--- config.mk ---
export PLATFORM = sky130hd
export DESIGN_NAME = lidar_cone_segmenter
export DESIGN_NICKNAME = d
export VERILOG_FILES = /design/src/sv/lcs_pkg.sv /design/src/sv/lcs_cordic.sv /design/src/sv/lidar_cone_segmenter.sv
export SDC_FILE = /design/constraint.sdc
export NUM_CORES = 2
export LEC_CHECK = 0
export BUFFER_PORTS_ARGS = -buffer_cell sky130_fd_sc_hd__buf_2
export CAP_MARGIN = 5
export CORE_MARGIN = 2
export CORE_UTILIZATION = 55
export CTS_CLUSTER_DIAMETER = 150
export DETAILED_ROUTE_END_ITERATION = 10
export PLACE_DENSITY = 0.71
export SYNTH_ARGS = -nofsm -noshare
export SYNTH_HDL_FRONTEND = slang
export SYNTH_HIERARCHICAL = 1
export SYNTH_SLANG_ARGS = --single-unit
--- constraint.sdc ---
create_clock -name clk -period 19.5 [get_ports clk]
set_input_delay 3.9 -clock clk [delete_from_list [all_inputs] [get_ports clk]]
set_output_delay 3.9 -clock clk [all_outputs]
set_load 0.05 [all_outputs]
--- src/sv/lcs_pkg.sv ---
package lcs_pkg;

	localparam int AngW = 16;
	localparam int RngW = 18;
	localparam int CntW = 14;
	localparam int CordW = 33;
	localparam int ZW = 34;
	localparam int PtW = 24;
	localparam int MaxSteps = 24;

	localparam logic [CordW-1:0] GainQ30 = 33'd652032874;

	typedef enum logic [1:0] {
		CFG_QUALITY = 2'd0,
		CFG_JUMP = 2'd1,
		CFG_MINPTS = 2'd2,
		CFG_WIDTH = 2'd3
	} cfg_reg_t;

	typedef struct packed {
		logic [AngW-1:0] fa;
		logic [RngW-1:0] fr;
		logic [AngW-1:0] ba;
		logic [RngW-1:0] br;
		logic [CntW-1:0] cnt;
	} clu_t;

	typedef struct packed {
		logic start;
		logic [AngW-1:0] ang;
	} cord_req_t;

	typedef struct packed {
		logic done;
		logic signed [CordW-1:0] c;
		logic signed [CordW-1:0] s;
	} cord_rsp_t;

	function automatic logic [ZW-1:0] atan_q(input logic [4:0] i);
		logic [ZW-1:0] v;
		case (i)
			5'd0: v = 34'd536870912;
			5'd1: v = 34'd316933406;
			5'd2: v = 34'd167458907;
			5'd3: v = 34'd85004756;
			5'd4: v = 34'd42667331;
			5'd5: v = 34'd21354465;
			5'd6: v = 34'd10680862;
			5'd7: v = 34'd5340245;
			5'd8: v = 34'd2670163;
			5'd9: v = 34'd1335087;
			5'd10: v = 34'd667544;
			5'd11: v = 34'd333772;
			5'd12: v = 34'd166886;
			5'd13: v = 34'd83443;
			5'd14: v = 34'd41721;
			5'd15: v = 34'd20860;
			5'd16: v = 34'd10430;
			5'd17: v = 34'd5215;
			5'd18: v = 34'd2607;
			5'd19: v = 34'd1303;
			5'd20: v = 34'd651;
			5'd21: v = 34'd325;
			5'd22: v = 34'd162;
			5'd23: v = 34'd81;
			default: v = '0;
		endcase
		return v;
	endfunction

	typedef enum logic [4:0] {
		ST_IDLE,
		ST_JOINCHK,
		ST_CHK,
		ST_C1,
		ST_W1,
		ST_M1X,
		ST_M1Y,
		ST_C2,
		ST_W2,
		ST_M2X,
		ST_M2Y,
		ST_DX,
		ST_DY,
		ST_CMP,
		ST_MID,
		ST_EMIT,
		ST_NEXT,
		ST_MARK,
		ST_SETTLE
	} seq_t;

endpackage

--- src/sv/lcs_cordic.sv ---
module lcs_cordic #(
	parameter int STEPS = 16
) (
	input logic clk,
	input logic arst_n,
	input lcs_pkg::cord_req_t req,
	output lcs_pkg::cord_rsp_t rsp
);
	localparam int NS = (STEPS < lcs_pkg::MaxSteps) ? STEPS : lcs_pkg::MaxSteps;

	logic signed [lcs_pkg::CordW-1:0] x_q, y_q;
	logic signed [lcs_pkg::ZW-1:0] z_q;
	logic [4:0] i_q;
	logic [1:0] quad_q;
	logic busy_q;
	logic signed [lcs_pkg::CordW-1:0] xs, ys;

	assign xs = x_q >>> i_q;
	assign ys = y_q >>> i_q;

	always_ff @(posedge clk or negedge arst_n) begin
		if (!arst_n) begin
			busy_q <= 1'b0;
			i_q <= '0;
		end else if (req.start) begin
			busy_q <= 1'b1;
			i_q <= '0;
		end else if (busy_q) begin
			i_q <= i_q + 5'd1;
			if (i_q == 5'(NS - 1)) busy_q <= 1'b0;
		end
	end

	always_ff @(posedge clk) begin
		if (req.start) begin
			x_q <= lcs_pkg::GainQ30;
			y_q <= '0;
			z_q <= {4'b0000, req.ang[13:0], 16'd0};
			quad_q <= req.ang[15:14];
		end else if (busy_q) begin
			if (!z_q[lcs_pkg::ZW-1]) begin
				x_q <= x_q - ys;
				y_q <= y_q + xs;
				z_q <= z_q - $signed(lcs_pkg::atan_q(i_q));
			end else begin
				x_q <= x_q + ys;
				y_q <= y_q - xs;
				z_q <= z_q + $signed(lcs_pkg::atan_q(i_q));
			end
		end
	end

	// z is angle in Q32 per turn: 14 bits of quadrant angle shifted by 16
	always_comb begin
		rsp.done = !busy_q && !req.start;
		case (quad_q)
			2'd0: begin rsp.c = x_q; rsp.s = y_q; end
			2'd1: begin rsp.c = -y_q; rsp.s = x_q; end
			2'd2: begin rsp.c = -x_q; rsp.s = -y_q; end
			default: begin rsp.c = y_q; rsp.s = -x_q; end
		endcase
	end
endmodule

--- src/sv/lidar_cone_segmenter.sv ---
// Lidar cone segmenter.
// Input channel: angle_code, range_code, quality_byte, scan_last with in_valid/in_stall.
// Output channel: cone_x, cone_y, cone_valid, scan_done with out_valid/out_stall.
// Config: APB-style port, registers at 0x0 quality, 0x4 jump, 0x8 min points, 0xC width.
// A sample that closes no cluster is accepted and then takes one update step.
// A cluster under the point count is dropped at once; any other is judged by two rotations,
// the products and the chord test, and one that becomes a cone adds a midpoint and emit step;
// the time is set by the single shared CORDIC rotator and one shared multiplier run in turn.
// A scan end adds a settle step, judges up to two clusters and then sends a marker item.
// in_stall stays high while a sample is in work; a waiting result does not block input.
// While out_stall is high the result register holds and the sequencer waits to emit.
// Reset restores the register defaults and clears all cluster state.
// Up to four items (three cones, one marker) may follow one input sample.
module lidar_cone_segmenter #(
	parameter int MAX_SCAN_POINTS = 8192,
	parameter int QUALITY_SHIFT = 2,
	parameter int CORDIC_STEPS = 16
) (
	input logic clk,
	input logic arst_n,
	input logic in_valid,
	output logic in_stall,
	input logic [15:0] angle_code,
	input logic [17:0] range_code,
	input logic [7:0] quality_byte,
	input logic scan_last,
	output logic out_valid,
	input logic out_stall,
	output logic signed [18:0] cone_x,
	output logic signed [18:0] cone_y,
	output logic cone_valid,
	output logic scan_done,
	input logic psel,
	input logic penable,
	input logic pwrite,
	input logic [3:0] paddr,
	input logic [31:0] pwdata,
	output logic [31:0] prdata,
	output logic pready
);
	localparam int CntCap = (MAX_SCAN_POINTS < 16383) ? MAX_SCAN_POINTS : 16383;
	localparam int CW = lcs_pkg::CntW;
	localparam int PW = lcs_pkg::PtW;

	logic [5:0] qual_q;
	logic [17:0] jump_q, width_q;
	logic [13:0] minp_q;

	logic [17:0] prev_q;
	logic have_q, fheld_q;
	lcs_pkg::clu_t open_q, first_q;

	logic [15:0] ang_q;
	logic [17:0] rng_q;
	logic [7:0] qb_q;
	logic last_q;

	lcs_pkg::seq_t st_q, st_d;
	lcs_pkg::clu_t job_q, job2_q;
	logic job2_vld_q;
	logic settled_q;

	lcs_pkg::cord_req_t creq;
	lcs_pkg::cord_rsp_t crsp;

	logic signed [PW-1:0] x1_q, y1_q, x2_q, y2_q;
	logic signed [lcs_pkg::CordW-1:0] c_q, s_q;
	logic [PW:0] dx_q, dy_q;
	logic [50:0] d2_q;

	logic signed [18:0] ox_q, oy_q;
	logic ocv_q, osd_q, ov_q;

	// shared multiplier
	logic signed [PW+1:0] ma;
	logic signed [lcs_pkg::CordW:0] mb;
	logic signed [lcs_pkg::CordW+PW+1:0] mp;
	logic [lcs_pkg::CordW+PW+1:0] mrnd;
	logic signed [PW-1:0] mq;
	assign mp = ma * mb;
	assign mrnd = mp + {{(lcs_pkg::CordW+PW-24){1'b0}}, 1'b1, 25'd0};
	assign mq = PW'($signed(mrnd) >>> 26);

	logic wr;
	assign pready = 1'b1;
	assign wr = psel && penable && pwrite;

	always_comb begin
		case (paddr[3:2])
			lcs_pkg::CFG_QUALITY: prdata = {26'd0, qual_q};
			lcs_pkg::CFG_JUMP: prdata = {14'd0, jump_q};
			lcs_pkg::CFG_MINPTS: prdata = {18'd0, minp_q};
			lcs_pkg::CFG_WIDTH: prdata = {14'd0, width_q};
			default: prdata = '0;
		endcase
	end

	always_ff @(posedge clk or negedge arst_n) begin
		if (!arst_n) begin
			qual_q <= 6'd47;
			jump_q <= 18'd800;
			minp_q <= 14'd5;
			width_q <= 18'd920;
		end else if (wr) begin
			case (paddr[3:2])
				lcs_pkg::CFG_QUALITY: qual_q <= pwdata[5:0];
				lcs_pkg::CFG_JUMP: jump_q <= pwdata[17:0];
				lcs_pkg::CFG_MINPTS: minp_q <= pwdata[13:0];
				lcs_pkg::CFG_WIDTH: width_q <= pwdata[17:0];
				default: ;
			endcase
		end
	end

	logic acc;
	assign in_stall = (st_q != lcs_pkg::ST_IDLE);
	assign acc = in_valid && !in_stall;

	logic use_smp;
	logic close_job;
	logic [17:0] d_prev, d_wrap;
	logic [CW:0] join_sum;
	lcs_pkg::clu_t newc, joinc;
	logic [CW-1:0] inc_cnt;
	assign use_smp = (qb_q >> QUALITY_SHIFT) == {2'b00, qual_q};
	assign d_prev = (rng_q > prev_q) ? rng_q - prev_q : prev_q - rng_q;
	assign d_wrap = (first_q.fr > open_q.br) ? first_q.fr - open_q.br : open_q.br - first_q.fr;
	assign close_job = use_smp && have_q && (d_prev > jump_q) && fheld_q;
	assign join_sum = {1'b0, open_q.cnt} + {1'b0, first_q.cnt};
	assign inc_cnt = (open_q.cnt >= CW'(CntCap)) ? CW'(CntCap) : open_q.cnt + 1'b1;
	assign newc = '{fa: ang_q, fr: rng_q, ba: ang_q, br: rng_q, cnt: CW'(1)};
	always_comb begin
		joinc = open_q;
		joinc.ba = first_q.ba;
		joinc.br = first_q.br;
		joinc.cnt = (join_sum > (CW+1)'(CntCap)) ? CW'(CntCap) : join_sum[CW-1:0];
	end

	logic cord_done;
	assign cord_done = crsp.done;

	always_comb begin
		st_d = st_q;
		creq.start = 1'b0;
		creq.ang = job_q.fa;
		ma = '0;
		mb = '0;
		case (st_q)
			lcs_pkg::ST_IDLE: if (acc) st_d = lcs_pkg::ST_JOINCHK;
			lcs_pkg::ST_JOINCHK: st_d = close_job ? lcs_pkg::ST_CHK :
				(last_q ? lcs_pkg::ST_SETTLE : lcs_pkg::ST_IDLE);
			lcs_pkg::ST_SETTLE: st_d = have_q ? lcs_pkg::ST_CHK : lcs_pkg::ST_MARK;
			lcs_pkg::ST_CHK: st_d = (job_q.cnt < minp_q) ? lcs_pkg::ST_NEXT : lcs_pkg::ST_C1;
			lcs_pkg::ST_C1: begin creq.start = 1'b1; st_d = lcs_pkg::ST_W1; end
			lcs_pkg::ST_W1: if (cord_done) st_d = lcs_pkg::ST_M1X;
			lcs_pkg::ST_M1X: begin
				ma = {8'd0, job_q.fr}; mb = {c_q[lcs_pkg::CordW-1], c_q};
				st_d = lcs_pkg::ST_M1Y;
			end
			lcs_pkg::ST_M1Y: begin
				ma = {8'd0, job_q.fr}; mb = {s_q[lcs_pkg::CordW-1], s_q};
				st_d = lcs_pkg::ST_C2;
			end
			lcs_pkg::ST_C2: begin
				creq.start = 1'b1; creq.ang = job_q.ba; st_d = lcs_pkg::ST_W2;
			end
			lcs_pkg::ST_W2: if (cord_done) st_d = lcs_pkg::ST_M2X;
			lcs_pkg::ST_M2X: begin
				ma = {8'd0, job_q.br}; mb = {c_q[lcs_pkg::CordW-1], c_q};
				st_d = lcs_pkg::ST_M2Y;
			end
			lcs_pkg::ST_M2Y: begin
				ma = {8'd0, job_q.br}; mb = {s_q[lcs_pkg::CordW-1], s_q};
				st_d = lcs_pkg::ST_DX;
			end
			lcs_pkg::ST_DX: begin
				ma = $signed({1'b0, dx_q}); mb = $signed({9'd0, dx_q}); st_d = lcs_pkg::ST_DY;
			end
			lcs_pkg::ST_DY: begin
				ma = $signed({1'b0, dy_q}); mb = $signed({9'd0, dy_q}); st_d = lcs_pkg::ST_CMP;
			end
			lcs_pkg::ST_CMP: begin
				// square the width limit on the shared multiplier
				ma = {4'd0, width_q, 4'd0}; mb = {12'd0, width_q, 4'd0};
				st_d = (d2_q > 51'(mp)) ? lcs_pkg::ST_NEXT : lcs_pkg::ST_MID;
			end
			lcs_pkg::ST_MID: st_d = lcs_pkg::ST_EMIT;
			lcs_pkg::ST_EMIT: if (!ov_q) st_d = lcs_pkg::ST_NEXT;
			lcs_pkg::ST_NEXT: begin
				if (job2_vld_q) st_d = lcs_pkg::ST_CHK;
				else if (last_q && !settled_q) st_d = lcs_pkg::ST_SETTLE;
				else if (last_q) st_d = lcs_pkg::ST_MARK;
				else st_d = lcs_pkg::ST_IDLE;
			end
			lcs_pkg::ST_MARK: if (!ov_q) st_d = lcs_pkg::ST_IDLE;
			default: st_d = lcs_pkg::ST_IDLE;
		endcase
	end

	logic signed [PW:0] sx, sy;
	logic signed [PW:0] rx, ry;
	assign sx = (PW+1)'(x1_q) + (PW+1)'(x2_q) + (PW+1)'(16);
	assign sy = (PW+1)'(y1_q) + (PW+1)'(y2_q) + (PW+1)'(16);
	assign rx = sx >>> 5;
	assign ry = sy >>> 5;

	function automatic logic signed [18:0] sat19(input logic signed [PW:0] v);
		if (v > 262143) return 19'sd262143;
		if (v < -262144) return -19'sd262144;
		return v[18:0];
	endfunction

	logic load_cone, load_mark;
	assign load_cone = (st_q == lcs_pkg::ST_EMIT) && !ov_q;
	assign load_mark = (st_q == lcs_pkg::ST_MARK) && !ov_q;

	always_ff @(posedge clk or negedge arst_n) begin
		if (!arst_n) begin
			st_q <= lcs_pkg::ST_IDLE;
			ov_q <= 1'b0;
			ox_q <= '0;
			oy_q <= '0;
			ocv_q <= 1'b0;
			osd_q <= 1'b0;
			prev_q <= '0;
			have_q <= 1'b0;
			fheld_q <= 1'b0;
			open_q <= '0;
			first_q <= '0;
			job_q <= '0;
			job2_q <= '0;
			job2_vld_q <= 1'b0;
			settled_q <= 1'b0;
		end else begin
			st_q <= st_d;
			if (load_cone || load_mark) ov_q <= 1'b1;
			else if (!out_stall) ov_q <= 1'b0;
			case (st_q)
				lcs_pkg::ST_JOINCHK: begin
					if (use_smp) begin
						prev_q <= rng_q;
						if (have_q && d_prev <= jump_q) begin
							open_q.ba <= ang_q;
							open_q.br <= rng_q;
							open_q.cnt <= inc_cnt;
						end else begin
							have_q <= 1'b1;
							open_q <= newc;
							if (have_q && !fheld_q) begin
								fheld_q <= 1'b1;
								first_q <= open_q;
							end
						end
					end
					if (close_job) job_q <= open_q;
				end
				// scan end: join across the wrap or queue open then first
				lcs_pkg::ST_SETTLE: begin
					settled_q <= 1'b1;
					if (fheld_q && d_wrap < jump_q) begin
						job_q <= joinc;
					end else begin
						job_q <= open_q;
						if (fheld_q) begin
							job2_q <= first_q;
							job2_vld_q <= 1'b1;
						end
					end
				end
				lcs_pkg::ST_NEXT: begin
					if (job2_vld_q) begin
						job_q <= job2_q;
						job2_vld_q <= 1'b0;
					end
				end
				lcs_pkg::ST_EMIT: begin
					if (!ov_q) begin
						ox_q <= sat19(rx);
						oy_q <= sat19(ry);
						ocv_q <= 1'b1;
						osd_q <= 1'b0;
					end
				end
				lcs_pkg::ST_MARK: begin
					if (!ov_q) begin
						ox_q <= '0;
						oy_q <= '0;
						ocv_q <= 1'b0;
						osd_q <= 1'b1;
						have_q <= 1'b0;
						fheld_q <= 1'b0;
						prev_q <= '0;
						open_q <= '0;
						first_q <= '0;
						settled_q <= 1'b0;
					end
				end
				default: ;
			endcase
		end
	end

	always_ff @(posedge clk) begin
		if (acc) begin
			ang_q <= angle_code;
			rng_q <= range_code;
			qb_q <= quality_byte;
			last_q <= scan_last;
		end
		if (crsp.done) begin
			c_q <= crsp.c;
			s_q <= crsp.s;
		end
		case (st_q)
			lcs_pkg::ST_M1X: x1_q <= mq;
			lcs_pkg::ST_M1Y: y1_q <= mq;
			lcs_pkg::ST_M2X: x2_q <= mq;
			lcs_pkg::ST_M2Y: begin
				y2_q <= mq;
				dx_q <= (x1_q >= x2_q) ? (PW+1)'(x1_q) - (PW+1)'(x2_q) :
					(PW+1)'(x2_q) - (PW+1)'(x1_q);
			end
			lcs_pkg::ST_DX: begin
				d2_q <= 51'(mp);
				dy_q <= (y1_q >= y2_q) ? (PW+1)'(y1_q) - (PW+1)'(y2_q) :
					(PW+1)'(y2_q) - (PW+1)'(y1_q);
			end
			lcs_pkg::ST_DY: d2_q <= d2_q + 51'(mp);
			default: ;
		endcase
	end

	lcs_cordic #(.STEPS(CORDIC_STEPS)) u_cordic (
		.clk(clk), .arst_n(arst_n), .req(creq), .rsp(crsp)
	);

	assign out_valid = ov_q;
	assign cone_x = ox_q;
	assign cone_y = oy_q;
	assign cone_valid = ocv_q;
	assign scan_done = osd_q;

	a_busy_stall: assert property (@(posedge clk) disable iff (!arst_n)
		(st_q != lcs_pkg::ST_IDLE) |-> in_stall)
		else $error("input taken while busy");
	a_kind: assert property (@(posedge clk) disable iff (!arst_n)
		out_valid |-> (cone_valid != scan_done))
		else $error("result kind bad");
	a_hold: assert property (@(posedge clk) disable iff (!arst_n)
		(out_valid && out_stall) |=> out_valid)
		else $error("result dropped");
	a_stable: assert property (@(posedge clk) disable iff (!arst_n)
		(out_valid && out_stall) |=> $stable({cone_x, cone_y, cone_valid, scan_done}))
		else $error("result changed while stalled");
endmodule

==> results.sh <==
export IMPL_status="complete, no violations"
export IMPL_num_io_pins=161
export IMPL_synth_edff_count=320
export IMPL_start_util=0.555
export IMPL_cts_buffer_depth=3
export IMPL_path_max_fanout=50
export IMPL_yosysSeqAreaShare=0.247
export IMPL_synth_ff_type="dfrtp_1"
export IMPL_synth_largest_area_cell="fa_1"
export IMPL_hold_end="cone_y[3]"
export IMPL_ir_worst_vdd_v=0.000183
export IMPL_cts_buffers_inserted=94
export IMPL_max_cap_viol_count=0
export IMPL_grt_setup_unrepaired="no"
export IMPL_r2r_start="st_q[4]"
export IMPL_grt_antenna_before_repair=6
export IMPL_preCtsSetupSlack_ns=4.93
export IMPL_path_buf_inv=5
export IMPL_muxShareOfSynthArea=0.0632
export IMPL_multi_input_area_um2=61700
export IMPL_slew_headroom=0.194
export IMPL_min_path_cells=2
export IMPL_viasPerCell=6.13
export IMPL_yosysWarnings=6
export IMPL_crit_path_frequent_cell="fa_1"
export IMPL_cp_required_ns=20.02
export IMPL_area_growth_pct=6.73
export IMPL_leakage_nw=44.3
export IMPL_slew_violations=0
export IMPL_nets=11467
export IMPL_insertion_delay_ns=0.79
export IMPL_antenna_left=0
export IMPL_first_iter_violations=7325
export IMPL_grt_pass1_vias=74967
export IMPL_final_cell_mix="inv_1, nand2_1, nor2_1"
export IMPL_die_h_um=409
export IMPL_hold_path_startpoint="cone_y[3]"
export IMPL_clock_sinks=846
export IMPL_gp_congestion=0.991
export IMPL_clock_skew_ns=0.128
export IMPL_grt_max_degree=105
export IMPL_cts_max_level=3
export IMPL_die_area_um2=168000
export IMPL_cts_clk_slew_worst_paths_ns=0.06
export IMPL_r2r_end="st_q[3]"
export IMPL_dpl_cell_count=12001
export IMPL_synthesis_area_um2=90400
export IMPL_hp_class="flop to flop"
export IMPL_synthTopCellsByArea="fa_1, dfrtp_1, edfxtp_1, ha_1, inv_1"
export IMPL_regToRegSetupSlack_ns=4.68
export IMPL_crit_path_end_kind="flop"
export IMPL_synth_top_area_frac=0.172
export IMPL_place_port_buffers=127
export IMPL_slowest_delay_ns=1.00
export IMPL_seq_area_um2=22400
export IMPL_synthSimpleGateAreaFrac=0.134
export IMPL_crit_type="flop to flop"
export IMPL_cts_setup_buffers=0
export IMPL_finalWorstSetupSlack_ns=4.68
export IMPL_die_w_um=409
export IMPL_powerDensity_nw_per_um2=162
export IMPL_crit_family="compound AO/OA/AOI/OAI gates"
export IMPL_drt_pre_antenna_iters=9
export IMPL_ctsHoldBuffers=0
export IMPL_tightest_slew_ns=1.21
export IMPL_synth_fa_ha_area_frac=0.266
export IMPL_grt_overflow=0
export IMPL_synthXorXnorAreaFrac=0.0490
export IMPL_avgSynthCellArea_um2=8.97
export IMPL_cts_resized_gates=0
export IMPL_setup_violations=0
export IMPL_worstRegToRegCells=40
export IMPL_design_area_um2=96500
export IMPL_slowest_stage="a221o_1"
export IMPL_clock_fmax_ghz=0.0675
export IMPL_grt_use_total=0.325
export IMPL_cts_tree="done"
export IMPL_layout_commonest_cell="inv_1"
export IMPL_routed_wl_mm=275
export IMPL_synth_compound_area_frac=0.162
export IMPL_via_count=74662
export IMPL_placementRows=148
export IMPL_synth_top_family_by_area="adder cells"
export IMPL_total_power_mw=15.6
export IMPL_layout_min_cycle_time_ns=14.82
export IMPL_holdWs_ns=0.459
export IMPL_synth_seq_cells=846
export IMPL_startpoint_type="flop"
export IMPL_grt_pass1_wl_mm=427
export IMPL_tns_ns=0
export IMPL_final_cells=12181
export IMPL_root_buffer="clkbuf_16"
export IMPL_drc=0
export IMPL_wl_per_cell_um=22.5
export IMPL_fin_util=0.592
export IMPL_synthArstFlopShare=0.520
export IMPL_drive_above_1_share=0.0857
export IMPL_core_area_um2=163000
export IMPL_placed_area_um2=93200
export IMPL_ys_types=125
export IMPL_layout_worst_path_cycle_share=0.760
export IMPL_fillCellCount=14210
export IMPL_cp_data_arrival_time_ns=15.34
export IMPL_hold_viol=0
export IMPL_dp_hpwl_mm=210
export IMPL_synthCells=10083
[layout make-up]
type / count / share of cell area
Multi-Input combinational cell: 7444 / 0.639
Sequential cell: 846 / 0.232
Inverter: 1277 / 0.0497
Tap cell: 2175 / 0.0282
Clock buffer: 123 / 0.0263
Timing Repair Buffer: 259 / 0.0170
Clock inverter: 55 / 0.00769
Antenna cell: 2 / 0.0000519
[cells in the mapped netlist, types with 175 or more instances]
library cell / count
inv_1: 1269
o21ai_0: 619
a21oi_1: 557
nor2_1: 927
clkbuf_1: 426
mux2_2: 175
xnor2_1: 334
dfrtp_1: 425
edfxtp_1: 320
ha_1: 684
fa_1: 775
nand2_1: 1123
[registers in the layout (all words and copies together), names as in the netlist, 24 cells and up]
name	flops
s_q	33
u_cordic/x_q	33
x2_q	24
dy_q	25
x1_q	24
y1_q	24
first_q	82
u_cordic/y_q	33
c_q	33
joinc	34
dx_q	25
job_q	82
u_cordic/z_q	34
d2_q	51
open_q	30
y2_q	24
job2_q	82
[worst max path at each step]
| stage | start | cells after the start | slack [ns] | end |
|---|---|---|---|---|
| final | st_q[4] | 40 | 4.68 | st_q[3] |
| after detailed placement | st_q[4] | 40 | 4.93 | st_q[3] |
| after global placement | st_q[4] | 40 | 5.17 | st_q[1] |
| after CTS | st_q[4] | 40 | 4.93 | st_q[3] |
| after floorplan | st_q[2] | 43 | 7.88 | st_q[1] |
| after global routing | st_q[4] | 40 | 3.81 | st_q[3] |
[worst register-to-register path, delay by kind of cell, from the launching register on]
family	cells	cell delay [ns]
AO/OA/AOI/OAI	12	4.67
XOR/XNOR	1	0.40
adder cells (fa/ha/maj)	9	4.36
buffers and inverters	5	0.83
flip-flops	1	0.63
AND/OR/NAND/NOR	13	3.77
[routing by layer]
| metal | track usage | share of wire | up-vias |
|---|---|---|---|
| met5 | 0 | 0.00010 | - |
| met4 | 0.138 | 0.049 | 4 |
| met3 | 0.0468 | 0.081 | 674 |
| met2 | 0.533 | 0.47 | 3304 |
| met1 | 0.430 | 0.40 | 36944 |
| li1 | - | - | 33736 |
[cells by family (layout without fill, tap and decap cells)]
family | count (synthesis) | after routing
flip-flops | 846 | 846
buffers and inverters | 1834 | 1714
other | 2 | 45
AND/OR/NAND/NOR | 2751 | 2751
XOR/XNOR | 504 | 504
adder cells (fa/ha/maj) | 1459 | 1459
multiplexers | 433 | 433
AO/OA/AOI/OAI | 2254 | 2254
[report_power, final]
group          leakage [nW]  switching, mW  internal, mW  total, mW
Sequential             9.45          0.696          2.50       3.19
Combinational          33.3           6.36          4.15       10.5
Clock                  1.57          0.801          1.08       1.88
Total                  44.3           7.86          7.73       15.6
Note: power is estimated with default switching activity, not from simulation.
